[src/hdl/pidwl_pkg.sv]
// Package with the shared widths, register indexes and constants of the PID controller.
package pidwl_pkg;

  localparam int TARGET_W   = 16;
  localparam int GAIN_W     = 16;
  localparam int LIMIT_W    = 15;
  localparam int INTEG_W    = 16;
  localparam int DRIVE_W    = 8;
  localparam int CFG_IDX_W  = 2;
  localparam int CFG_DATA_W = 16;

  // The proportional plus derivative sum is clamped to +-2^(PD_CLAMP_EXP + frac bits).
  localparam int PD_CLAMP_EXP = 24;

  localparam int DRIVE_MAX = 127;

  localparam logic [CFG_IDX_W-1:0] REG_PROP_GAIN   = 2'd0;
  localparam logic [CFG_IDX_W-1:0] REG_INTEG_GAIN  = 2'd1;
  localparam logic [CFG_IDX_W-1:0] REG_DERIV_GAIN  = 2'd2;
  localparam logic [CFG_IDX_W-1:0] REG_INTEG_LIMIT = 2'd3;

endpackage

[src/hdl/pid_controller_windup_limit.sv]
// Top level of the PID position controller with an integral windup limit.
//
// Usage: a sample (target_pos_i, sensor_pos_i) is transferred on the input
// channel when in_valid_i and in_ready_o are both high. The block works on one
// sample at a time; in_ready_o is high only while the sequencer is idle. The
// result drive_o is offered on the output channel with out_valid_o and is
// transferred when out_ready_i is high.
// The sequencer runs through its steps in order: nine steps form the difference,
// update the integral, feed the one shared multiplier and the adder and take the
// magnitude, eight steps run the restoring divider that yields the quotient bits
// of the drive, one step loads the output register, and the idle state takes the
// next sample.
// When the receiver stalls, the finished result stays in the output register
// and the block still takes the next sample; only when a second result is
// ready while the first still waits does the sequencer hold in its last step.
// Reset clears the gains to zero, sets the integral limit to one, and clears
// the integral, the previous error and the output valid flag.
// Configuration writes through cfg_we_i take effect at the next clock edge.
module pid_controller_windup_limit
  import pidwl_pkg::*;
#(
  parameter int SENSOR_BITS    = 24,
  parameter int GAIN_FRAC_BITS = 8
) (
  input  logic                          clk_i,
  input  logic                          rst_ni,
  input  logic                          cfg_we_i,
  input  logic [CFG_IDX_W-1:0]          cfg_idx_i,
  input  logic [CFG_DATA_W-1:0]         cfg_data_i,
  input  logic                          in_valid_i,
  output logic                          in_ready_o,
  input  logic signed [TARGET_W-1:0]    target_pos_i,
  input  logic signed [SENSOR_BITS-1:0] sensor_pos_i,
  output logic                          out_valid_o,
  input  logic                          out_ready_i,
  output logic signed [DRIVE_W-1:0]     drive_o
);

  // Error, error difference and multiplier operand widths.
  localparam int E_W    = SENSOR_BITS + 1;
  localparam int D_W    = SENSOR_BITS + 2;
  localparam int PD_W   = PD_CLAMP_EXP + GAIN_FRAC_BITS + 2;
  localparam int KI_W   = GAIN_W + INTEG_W + 1;
  localparam int MA_W0  = (D_W > PD_W) ? D_W : PD_W;
  localparam int MA_W   = (MA_W0 > KI_W) ? MA_W0 : KI_W;
  localparam int MB_W   = GAIN_W + 1;
  localparam int PROD_W = MA_W + MB_W;
  localparam int ACC_W  = PROD_W + 2;
  // Divisor shifted by the top quotient bit position.
  localparam int QB_W   = DRIVE_W - 1;
  localparam int DSH_W  = LIMIT_W + GAIN_FRAC_BITS + QB_W;
  localparam int CNT_W  = 3;

  localparam logic signed [ACC_W-1:0] PD_BOUND =
    {{(ACC_W-PD_CLAMP_EXP-GAIN_FRAC_BITS-1){1'b0}}, 1'b1,
     {(PD_CLAMP_EXP+GAIN_FRAC_BITS){1'b0}}};

  // Sequencer states.
  localparam logic [3:0] ST_IDLE  = 4'd0;
  localparam logic [3:0] ST_PREP  = 4'd1;
  localparam logic [3:0] ST_MKP   = 4'd2;
  localparam logic [3:0] ST_MKD   = 4'd3;
  localparam logic [3:0] ST_SUMPD = 4'd4;
  localparam logic [3:0] ST_MLIM  = 4'd5;
  localparam logic [3:0] ST_MKI   = 4'd6;
  localparam logic [3:0] ST_M127  = 4'd7;
  localparam logic [3:0] ST_SUMI  = 4'd8;
  localparam logic [3:0] ST_ABS   = 4'd9;
  localparam logic [3:0] ST_DIV   = 4'd10;
  localparam logic [3:0] ST_DONE  = 4'd11;

  // Configuration registers.
  logic [GAIN_W-1:0]  prop_gain_q;
  logic [GAIN_W-1:0]  integ_gain_q;
  logic [GAIN_W-1:0]  deriv_gain_q;
  logic [LIMIT_W-1:0] integ_limit_q;

  // Sequencer and datapath registers.
  logic [3:0]                 state_q, state_d;
  logic signed [E_W-1:0]      err_q, err_d;
  logic signed [E_W-1:0]      prev_q, prev_d;
  logic signed [D_W-1:0]      diff_q, diff_d;
  logic signed [INTEG_W-1:0]  integ_q, integ_d;
  logic signed [PROD_W-1:0]   prod_q, prod_d;
  logic signed [ACC_W-1:0]    acc_q, acc_d;
  logic [DSH_W-1:0]           dsh_q, dsh_d;
  logic [DRIVE_W-1:0]         quo_q, quo_d;
  logic                       neg_q, neg_d;
  logic [CNT_W-1:0]           cnt_q, cnt_d;
  logic signed [DRIVE_W-1:0]  drive_q, drive_d;
  logic                       out_valid_q, out_valid_d;

  // Combinational helpers.
  logic                       in_xfer;
  logic signed [E_W-1:0]      tgt_ext;
  logic signed [E_W-1:0]      sen_ext;
  logic [LIMIT_W-1:0]         eff_limit;
  logic [INTEG_W-1:0]         integ_mag;
  logic [E_W-1:0]             err_mag;
  logic [E_W:0]               mag_sum;
  logic signed [MA_W-1:0]     mul_a;
  logic signed [MB_W-1:0]     mul_b;
  logic signed [PROD_W-1:0]   mul_p;
  logic signed [ACC_W-1:0]    pd_sum;
  logic signed [ACC_W-1:0]    rem_sub;
  logic                       rem_ge;
  logic [DRIVE_W-1:0]         drv_mag;

  assign in_ready_o  = (state_q == ST_IDLE);
  assign in_xfer     = in_valid_i && in_ready_o;
  assign out_valid_o = out_valid_q;
  assign drive_o     = drive_q;

  assign tgt_ext = E_W'(target_pos_i);
  assign sen_ext = E_W'(sensor_pos_i);

  // A zero limit is out of range: the divisor falls back to the gain scale
  // alone and the integral term is dropped below.
  assign eff_limit = (integ_limit_q == '0) ? LIMIT_W'(1) : integ_limit_q;

  assign integ_mag = integ_q[INTEG_W-1] ? INTEG_W'(-integ_q) : INTEG_W'(integ_q);
  assign err_mag   = err_q[E_W-1] ? E_W'(-err_q) : E_W'(err_q);
  assign mag_sum   = (E_W+1)'(integ_mag) + (E_W+1)'(err_mag);

  assign pd_sum  = acc_q + ACC_W'(prod_q);
  assign rem_ge  = $unsigned(acc_q) >= ACC_W'(dsh_q);
  assign rem_sub = acc_q - $signed(ACC_W'(dsh_q));

  // A set top quotient bit means the quotient reached 128 or more.
  assign drv_mag = quo_q[DRIVE_W-1] ? DRIVE_W'(DRIVE_MAX) : {1'b0, quo_q[QB_W-1:0]};

  // Operand selection for the shared multiplier.
  always_comb begin
    mul_a = '0;
    mul_b = '0;
    unique case (state_q)
      ST_MKP: begin
        mul_a = MA_W'(err_q);
        mul_b = MB_W'(prop_gain_q);
      end
      ST_MKD: begin
        mul_a = MA_W'(diff_q);
        mul_b = MB_W'(deriv_gain_q);
      end
      ST_MLIM: begin
        mul_a = acc_q[MA_W-1:0];
        mul_b = MB_W'(eff_limit);
      end
      ST_MKI: begin
        mul_a = (integ_limit_q == '0) ? '0 : MA_W'(integ_q);
        mul_b = MB_W'(integ_gain_q);
      end
      ST_M127: begin
        mul_a = prod_q[MA_W-1:0];
        mul_b = MB_W'(DRIVE_MAX);
      end
      default: begin
        mul_a = '0;
        mul_b = '0;
      end
    endcase
  end

  pidwl_mul #(
    .A_W(MA_W),
    .B_W(MB_W)
  ) u_mul (
    .a_i(mul_a),
    .b_i(mul_b),
    .p_o(mul_p)
  );

  // Sequencer.
  always_comb begin
    state_d     = state_q;
    err_d       = err_q;
    prev_d      = prev_q;
    diff_d      = diff_q;
    integ_d     = integ_q;
    prod_d      = prod_q;
    acc_d       = acc_q;
    dsh_d       = dsh_q;
    quo_d       = quo_q;
    neg_d       = neg_q;
    cnt_d       = cnt_q;
    drive_d     = drive_q;
    out_valid_d = out_valid_q && !out_ready_i;

    unique case (state_q)
      ST_IDLE: begin
        if (in_xfer) begin
          err_d   = tgt_ext - sen_ext;
          state_d = ST_PREP;
        end
      end
      ST_PREP: begin
        // The integral only takes the error while the sum of both magnitudes stays
        // below the limit, and a zero error clears it.
        if (mag_sum < (E_W+1)'(integ_limit_q)) begin
          integ_d = integ_q + err_q[INTEG_W-1:0];
        end
        if (err_q == '0) begin
          integ_d = '0;
        end
        diff_d  = D_W'(err_q) - D_W'(prev_q);
        prev_d  = err_q;
        state_d = ST_MKP;
      end
      ST_MKP: begin
        prod_d  = mul_p;
        state_d = ST_MKD;
      end
      ST_MKD: begin
        acc_d   = ACC_W'(prod_q);
        prod_d  = mul_p;
        state_d = ST_SUMPD;
      end
      ST_SUMPD: begin
        if (pd_sum > PD_BOUND) begin
          acc_d = PD_BOUND;
        end else if (pd_sum < -PD_BOUND) begin
          acc_d = -PD_BOUND;
        end else begin
          acc_d = pd_sum;
        end
        state_d = ST_MLIM;
      end
      ST_MLIM: begin
        prod_d  = mul_p;
        state_d = ST_MKI;
      end
      ST_MKI: begin
        acc_d   = ACC_W'(prod_q);
        prod_d  = mul_p;
        state_d = ST_M127;
      end
      ST_M127: begin
        prod_d  = mul_p;
        state_d = ST_SUMI;
      end
      ST_SUMI: begin
        acc_d   = pd_sum;
        state_d = ST_ABS;
      end
      ST_ABS: begin
        neg_d   = acc_q[ACC_W-1];
        acc_d   = acc_q[ACC_W-1] ? -acc_q : acc_q;
        dsh_d   = DSH_W'(eff_limit) << (GAIN_FRAC_BITS + QB_W);
        quo_d   = '0;
        cnt_d   = CNT_W'(QB_W);
        state_d = ST_DIV;
      end
      ST_DIV: begin
        if (rem_ge) begin
          acc_d = rem_sub;
        end
        quo_d = {quo_q[DRIVE_W-2:0], rem_ge};
        dsh_d = dsh_q >> 1;
        cnt_d = cnt_q - CNT_W'(1);
        if (cnt_q == '0) begin
          state_d = ST_DONE;
        end
      end
      ST_DONE: begin
        if (!out_valid_q || out_ready_i) begin
          drive_d     = neg_q ? -$signed(drv_mag) : $signed(drv_mag);
          out_valid_d = 1'b1;
          state_d     = ST_IDLE;
        end
      end
      default: begin
        state_d = ST_IDLE;
      end
    endcase
  end

  always_ff @(posedge clk_i or negedge rst_ni) begin
    if (!rst_ni) begin
      state_q     <= ST_IDLE;
      prev_q      <= '0;
      integ_q     <= '0;
      out_valid_q <= 1'b0;
    end else begin
      state_q     <= state_d;
      prev_q      <= prev_d;
      integ_q     <= integ_d;
      out_valid_q <= out_valid_d;
    end
  end

  always_ff @(posedge clk_i) begin
    err_q   <= err_d;
    diff_q  <= diff_d;
    prod_q  <= prod_d;
    acc_q   <= acc_d;
    dsh_q   <= dsh_d;
    quo_q   <= quo_d;
    neg_q   <= neg_d;
    cnt_q   <= cnt_d;
    drive_q <= drive_d;
  end

  // Configuration register file.
  always_ff @(posedge clk_i or negedge rst_ni) begin
    if (!rst_ni) begin
      prop_gain_q   <= '0;
      integ_gain_q  <= '0;
      deriv_gain_q  <= '0;
      integ_limit_q <= LIMIT_W'(1);
    end else if (cfg_we_i) begin
      unique case (cfg_idx_i)
        REG_PROP_GAIN:   prop_gain_q   <= cfg_data_i[GAIN_W-1:0];
        REG_INTEG_GAIN:  integ_gain_q  <= cfg_data_i[GAIN_W-1:0];
        REG_DERIV_GAIN:  deriv_gain_q  <= cfg_data_i[GAIN_W-1:0];
        REG_INTEG_LIMIT: integ_limit_q <= cfg_data_i[LIMIT_W-1:0];
        default:         integ_limit_q <= integ_limit_q;
      endcase
    end
  end

endmodule

[src/hdl/pidwl_mul.sv]
// Shared signed multiplier used by the PID sequencer for every product.
module pidwl_mul #(
  parameter int A_W = 38,
  parameter int B_W = 17
) (
  input  logic signed [A_W-1:0]     a_i,
  input  logic signed [B_W-1:0]     b_i,
  output logic signed [A_W+B_W-1:0] p_o
);

  logic signed [A_W+B_W-1:0] a_ext;
  logic signed [A_W+B_W-1:0] b_ext;

  assign a_ext = (A_W+B_W)'(a_i);
  assign b_ext = (A_W+B_W)'(b_i);
  assign p_o   = a_ext * b_ext;

endmodule

[config.mk]
export PLATFORM = sky130hd
export DESIGN_NAME = pid_controller_windup_limit
export DESIGN_NICKNAME = d
export VERILOG_FILES = /design/src/hdl/pidwl_pkg.sv /design/src/hdl/pid_controller_windup_limit.sv /design/src/hdl/pidwl_mul.sv
export SDC_FILE = /design/constraint.sdc
export NUM_CORES = 2
export LEC_CHECK = 0
export ABC_AREA = 1
export BUFFER_PORTS_ARGS = -buffer_cell sky130_fd_sc_hd__buf_2
export CAP_MARGIN = 20
export CORE_AREA = 2 2 330 332
export DETAILED_ROUTE_END_ITERATION = 10
export DIE_AREA = 0 0 332 334
export HOLD_SLACK_MARGIN = 0.1
export PLACE_DENSITY = 0.58
export SLEW_MARGIN = 10
export SYNTH_ARGS = -nofsm -noshare
export SYNTH_HDL_FRONTEND = slang
export SYNTH_SLANG_ARGS = --single-unit
[constraint.sdc]
create_clock -name clk_i -period 22.4 [get_ports clk_i]
set_input_delay 3.36 -clock clk_i [delete_from_list [all_inputs] [get_ports clk_i]]
set_output_delay 3.36 -clock clk_i [all_outputs]
set_load 0.02 [all_outputs]
## Word-level counts from Yosys, hierarchy flattened

Index checks and enable logic that the tools add are counted.

| storage, ports and cells | value |
|---|---|
| register bits | 314 |
| output and inout bits | 10 |

| cells by class | value |
|---|---|
| reduce and logical (&&, ||, !) cells | 25 |
| multiply operators | 1 |
| $lt $le $gt $ge | 4 |
| mux-type cells | 24 |
| equality and inequality tests | 19 |
| add/sub/neg operators | 11 |

Operators with widths:

| kind | count |
|---|---|
| 53-bit one-hot mux with 5 select lines | 1 |
| 53-bit 2-to-1 mux | 4 |
| 34-bit one-hot mux with 5 select lines | 1 |
| 16-bit one-hot mux with 5 select lines | 1 |
| 30-bit one-hot mux with 2 select lines | 1 |
| 53-bit by 51-bit adder with 53-bit output | 1 |
| 53-bit by 30-bit greater-or-equal comparator with 1-bit output | 1 |
| 53-bit by 34-bit > comparator with 1-bit output (second input constant) | 1 |
| 53-bit by 33-bit less-than comparator with 1-bit output (second input constant) | 1 |
| 53-bit negation | 1 |
| 53-bit by 31-bit subtractor with 53-bit output | 1 |
| 34-bit by 17-bit multiplier with 51-bit output | 1 |
| 16-bit 2-to-1 mux | 3 |
| 4-bit one-hot mux with 12 select lines | 1 |
| 34-bit 2-to-1 mux | 1 |
| 16-bit by 25-bit adder with 26-bit output | 1 |
| 26-bit by 15-bit less-than comparator with 1-bit output | 1 |
| 25-bit by 25-bit subtractor with 26-bit output | 1 |
| 25-bit zero test | 1 |
| 25-bit 2-to-1 mux | 1 |
| 25-bit negation | 1 |
| 16-bit by 24-bit subtractor with 25-bit output | 1 |
| 16-bit adder | 1 |
| 4-bit by 3-bit equality test with 1-bit output (second input constant) | 4 |
| other kinds (30) | 52 |

## Logic depth before layout (Yosys ltp)

| logic depth | value |
|---|---|
| depth in word-level cells | 6 |
| gate-level depth with buffers | 38 |
| mapped depth without buffers | 36 |

## By module

From an unflattened synthesis, not the netlist that was laid out.

| second synthesis, totals | value |
|---|---|
| cells, all modules | 7,084 |
| area total of the unflattened synthesis | 49,774.0 um^2 |

Modules (own cells, without submodules):

| module | area an instance (um^2) | cells each | sequential area each (um^2) | times used |
|---|---|---|---|---|
| pid_controller_windup_limit | 27,881.7 | 4,073 | 8,884.8 | 1 |
| pidwl_mul | 21,892.2 | 3,011 | 0.0 | 1 |

## Least setup slack after synthesis

OpenSTA, ideal clock, no wires.

| timing path | value |
|---|---|
| path kind | register to register |
| start point | register state_q[1] |
| end point | register prod_q[50] (data pin) |
| clock period less this slack | 7.348 ns |
| arrival | 7.089 ns |
| library setup time | 0.260 ns |
| path slack | 15.052 ns |
| stages on the path, launching flop included | 29 |
| data required time | 22.140 ns |
| cells stage by stage | dfrtp_1 -> inv_1 -> nor2_1 -> inv_1 -> nor2_1 -> clkbuf_1 -> clkbuf_1 -> nand2_1 -> o211ai_1 -> clkbuf_1 -> nand2_1 -> fa_1 -> inv_1 -> fa_1 -> fa_1 -> fa_1 -> fa_1 -> inv_1 -> fa_1 -> inv_1 -> ha_1 -> nand2_1 -> nor2_1 -> inv_1 -> nor4_1 -> nand3_1 -> nand3_1 -> a31oi_1 -> xnor2_1 |

| on the way | value |
|---|---|
| longest elaborated chain between the ends | 3 |
| elaborated cells on any way between the ends | 8 |
| classes of those cells | 1 x mul; 5 x eq/ne; 2 x mux |

RTL lines:

| item | line | RTL |
|---|---|---|
| start: declaration | pid_controller_windup_limit.sv:79 | `logic [3:0] state_q, state_d;` |
| start signal: assignment | pid_controller_windup_limit.sv:284 | `state_q <= state_d;` |
| 4-bit by 3-bit equality test with 1-bit output or 4-bit by 2-bit equality test with 1-bit output (tied branches) | pid_controller_windup_limit.sv:136 | `unique case (state_q)` |
| 34-bit one-hot mux with 5 select lines or 16-bit one-hot mux with 5 select lines (tied branches) | pid_controller_windup_limit.sv:136 |  |
| 34-bit by 17-bit multiplier with 51-bit output (*) | pidwl_mul.sv:16 | `assign p_o = a_ext * b_ext;` |
| net mul_p[50] | pid_controller_windup_limit.sv:103 | `logic signed [PROD_W-1:0] mul_p;` |
| end signal: assignment | pid_controller_windup_limit.sv:294 | `prod_q <= prod_d;` |
| end: declaration | pid_controller_windup_limit.sv:84 | `logic signed [PROD_W-1:0] prod_q, prod_d;` |

Mark *: on every way through the listed nets, which the timed path passes. The rest lies on a longest branch.
A chain may end at the register's enable or synchronous reset.

## Worst setup path after layout

Same ends and word-level chain as after synthesis.

==> impl_metrics.tcl <==
set metrics [dict create \
    cts_hold_buf 0 \
    critPathMaxFanout 13 \
    nets 7631 \
    worst_pin_slew_ps 997 \
    gp_congestion 0.972 \
    io_pins 73 \
    cp.required_ps 22750 \
    grt_usage_pct 30.8 \
    place_area_mm2 0.0498 \
    dieArea_mm2 0.111 \
    seq_area_mm2 0.00888 \
    synth.distinct_cells 61 \
    period_minus_slack_ps 9330 \
    ant_nets 0 \
    rrSetupSlack_ps 13070 \
    start_util_pct 44.4 \
    drt_iter0_drc 4028 \
    via_per_inst 5.35 \
    fin_skew_ps 66.6 \
    dp_hpwl_mm 139 \
    port_buffers 72 \
    post_cts_buffers 0 \
    max_stage_delay_ps 900 \
    cp-end-kind "flop" \
    insertion_delay_ps 610 \
    maxCapViolations 0 \
    min_to "deriv_gain_q[13]" \
    antenna_found_initial 3 \
    cts.clk_slew.worst_paths_ps 60 \
    synth-edff-count 205 \
    synth-main-ff-cell "edfxtp_1" \
    grt_max_degree 70 \
    num_vias 43800 \
    stdcell_area_mm2 0.0514 \
    r2r-end "prod_q[50]" \
    worst_path_max_delay_cell "fa_1" \
    fill_cells 11200 \
    r2r_cells 31 \
    rsz0062_at_grt "no" \
    ys_seq_area_share_pct 18.6 \
    die_w_um 332 \
    cts_num_sinks 314 \
    dr.pass1.iters 6 \
    dpl_worst_slack_ps 13180 \
    finalNonFillerCells 8191 \
    drc 0 \
    grt_pass1_wl_mm 262 \
    num_rows 121 \
    cts.repair.resized 0 \
    maxSlewHeadroom_pct 33.3 \
    numCtsBuffers 42 \
    area_growth_pct 7.36 \
    cts_tree "yes" \
    finalWirelength_mm 169 \
    grt_pass1_vias 43300 \
    hold_depth 2 \
    status "finished clean" \
    synth_seq_cells 314 \
    core_area_mm2 0.108 \
    fin_ws_ps 13070 \
    htreeDepth 2 \
    grt.overflow.total 0 \
    cp-start-kind "flop" \
    drive_gt1_share_pct 4.06 \
    syn_area_per_cell_um2 7.10 \
    syn_area_mm2 0.0478 \
    drv_slew 0 \
    setup_tns_ps 0 \
    dp.cells 8109 \
    period_share_pct 41.6 \
    worstHoldPathType "flop to flop" \
    worstSetupPathType "flop to flop" \
    yosysWarnings 0 \
    die_h_um 334 \
    cp_common_cell "inv_1" \
    rr_startpoint "state_q[1]" \
    multi_input_area_mm2 0.0325 \
    synth_nets 7626 \
    fmax_mhz 107 \
    root_buffer "clkbuf_16" \
    synthCells 6737 \
    synthArstFlopShare_pct 34.7 \
    crit_arrival_ps 9680 \
    min-delay-start "deriv_gain_q[13]" \
    finalHoldViolations 0 \
    setup_viol 0 \
    clockBufferDepth 3 \
    wl_per_cell_um 20.7 \
]
-- metal layers --
metal | global-route usage [%] | part of all wire, %
met5 | 0 | 0
met2 | 47.7 | 43
met1 | 45.1 | 46
met3 | 3.69 | 6.9
met4 | 8.80 | 3.1
-- final cells by class --
cell class	count	area share (%)
multi-input combinational	4702	63.4
tap	1414	3.45
inverter	1554	11.4
sequential	314	17.3
clock buffer	56	2.31
clock inverter	21	0.602
timing repair buffer	128	1.60
antenna	2	0.00975
-- flip-flops by register name (all words and copies together), names as in the netlist, 15 cells and up --
signal / flops
prev_q: 25
acc_q: 53
prod_q: 51
dsh_q: 30
integ_limit_q: 15
err_q: 25
integ_gain_q: 16
deriv_gain_q: 16
prop_gain_q: 16
integ_q: 16
diff_q: 26
-- stage by stage --
step / hold slack, ps / utilization [%]
CTS: 487 / 47.6
finish: 485 / 47.6
detailed placement: 474 / 46.2
global route: 508 / 47.6
floorplan: 453 / -
global placement: 466 / 46.2
-- cell usage in the layout (no fill, tap or decap), drive strengths merged, types with 7 or more instances in the layout --
master | Yosys | layout
nand2 | 1782 | 1782
inv | 1547 | 1550
nor2 | 593 | 593
fa | 523 | 523
o21ai | 332 | 332
a21oi | 318 | 318
ha | 303 | 303
edfxtp | 205 | 205
nand3 | 202 | 202
buf | 18 | 128
xor2 | 114 | 114
dfrtp | 108 | 108
xnor2 | 70 | 70
nand4 | 69 | 69
nor3 | 63 | 63
clkbuf | 149 | 56
o22ai | 52 | 52
a31oi | 47 | 47
a221oi | 40 | 40
nand3b | 26 | 26
o21bai | 25 | 25
nor4 | 23 | 23
o21a | 18 | 18
o211ai | 18 | 18
clkinv | 7 | 17
a211oi | 11 | 11
or2 | 11 | 11
o2111ai | 10 | 10
a21o | 9 | 9
a311oi | 9 | 9
o31ai | 7 | 7
-- cell usage after synthesis, types with 47 or more instances --
| master | number | share of area (%) |
|---|---|---|
| nand3_1 | 195 | 2.0 |
| dfrtp_1 | 108 | 5.7 |
| xor2_1 | 114 | 2.1 |
| nand2_1 | 1766 | 14 |
| nand4_1 | 69 | 0.90 |
| clkbuf_1 | 148 | 1.2 |
| edfxtp_1 | 205 | 13 |
| xnor2_1 | 70 | 1.3 |
| a21oi_1 | 318 | 3.3 |
| ha_1 | 303 | 7.9 |
| nor2_1 | 579 | 4.5 |
| o22ai_1 | 52 | 0.68 |
| a31oi_1 | 47 | 0.61 |
| fa_1 | 523 | 22 |
| o21ai_0 | 327 | 3.4 |
| nor3_1 | 59 | 0.62 |
| inv_1 | 1541 | 12 |
-- critical path, delay by kind of cell (launching register included) --
kind,cells,cell delay (ps)
AO/OA/AOI/OAI,2,230
XOR/XNOR,1,150
adder cells (fa/ha/maj),7,4000
buffers and inverters,10,1340
flip-flops,1,520
AND/OR/NAND/NOR,11,2800
-- how the worst max path moves through the flow --
stage / endpoint / from / slack, ps
after CTS: prod_q[50] / state_q[1] / 13140
final: prod_q[50] / state_q[1] / 13070
after detailed placement: prod_q[50] / state_q[1] / 13180
after global routing: prod_q[50] / state_q[1] / 12360
after global placement: prod_q[50] / state_q[1] / 13290
after floorplan: prod_q[50] / state_q[1] / 15050
-- cells by family after synthesis --
family	Yosys count	synth area share, %
flip-flops	314	18.6
AO/OA/AOI/OAI	911	10.9
adder cells (fa/ha/maj)	826	29.8
buffers and inverters	1721	13.6
AND/OR/NAND/NOR	2781	23.7
XOR/XNOR	184	3.37
Power is left out: the tool's default activity adds up to more than one toggle a clock period on the data nets, which glitch-free logic cannot reach.
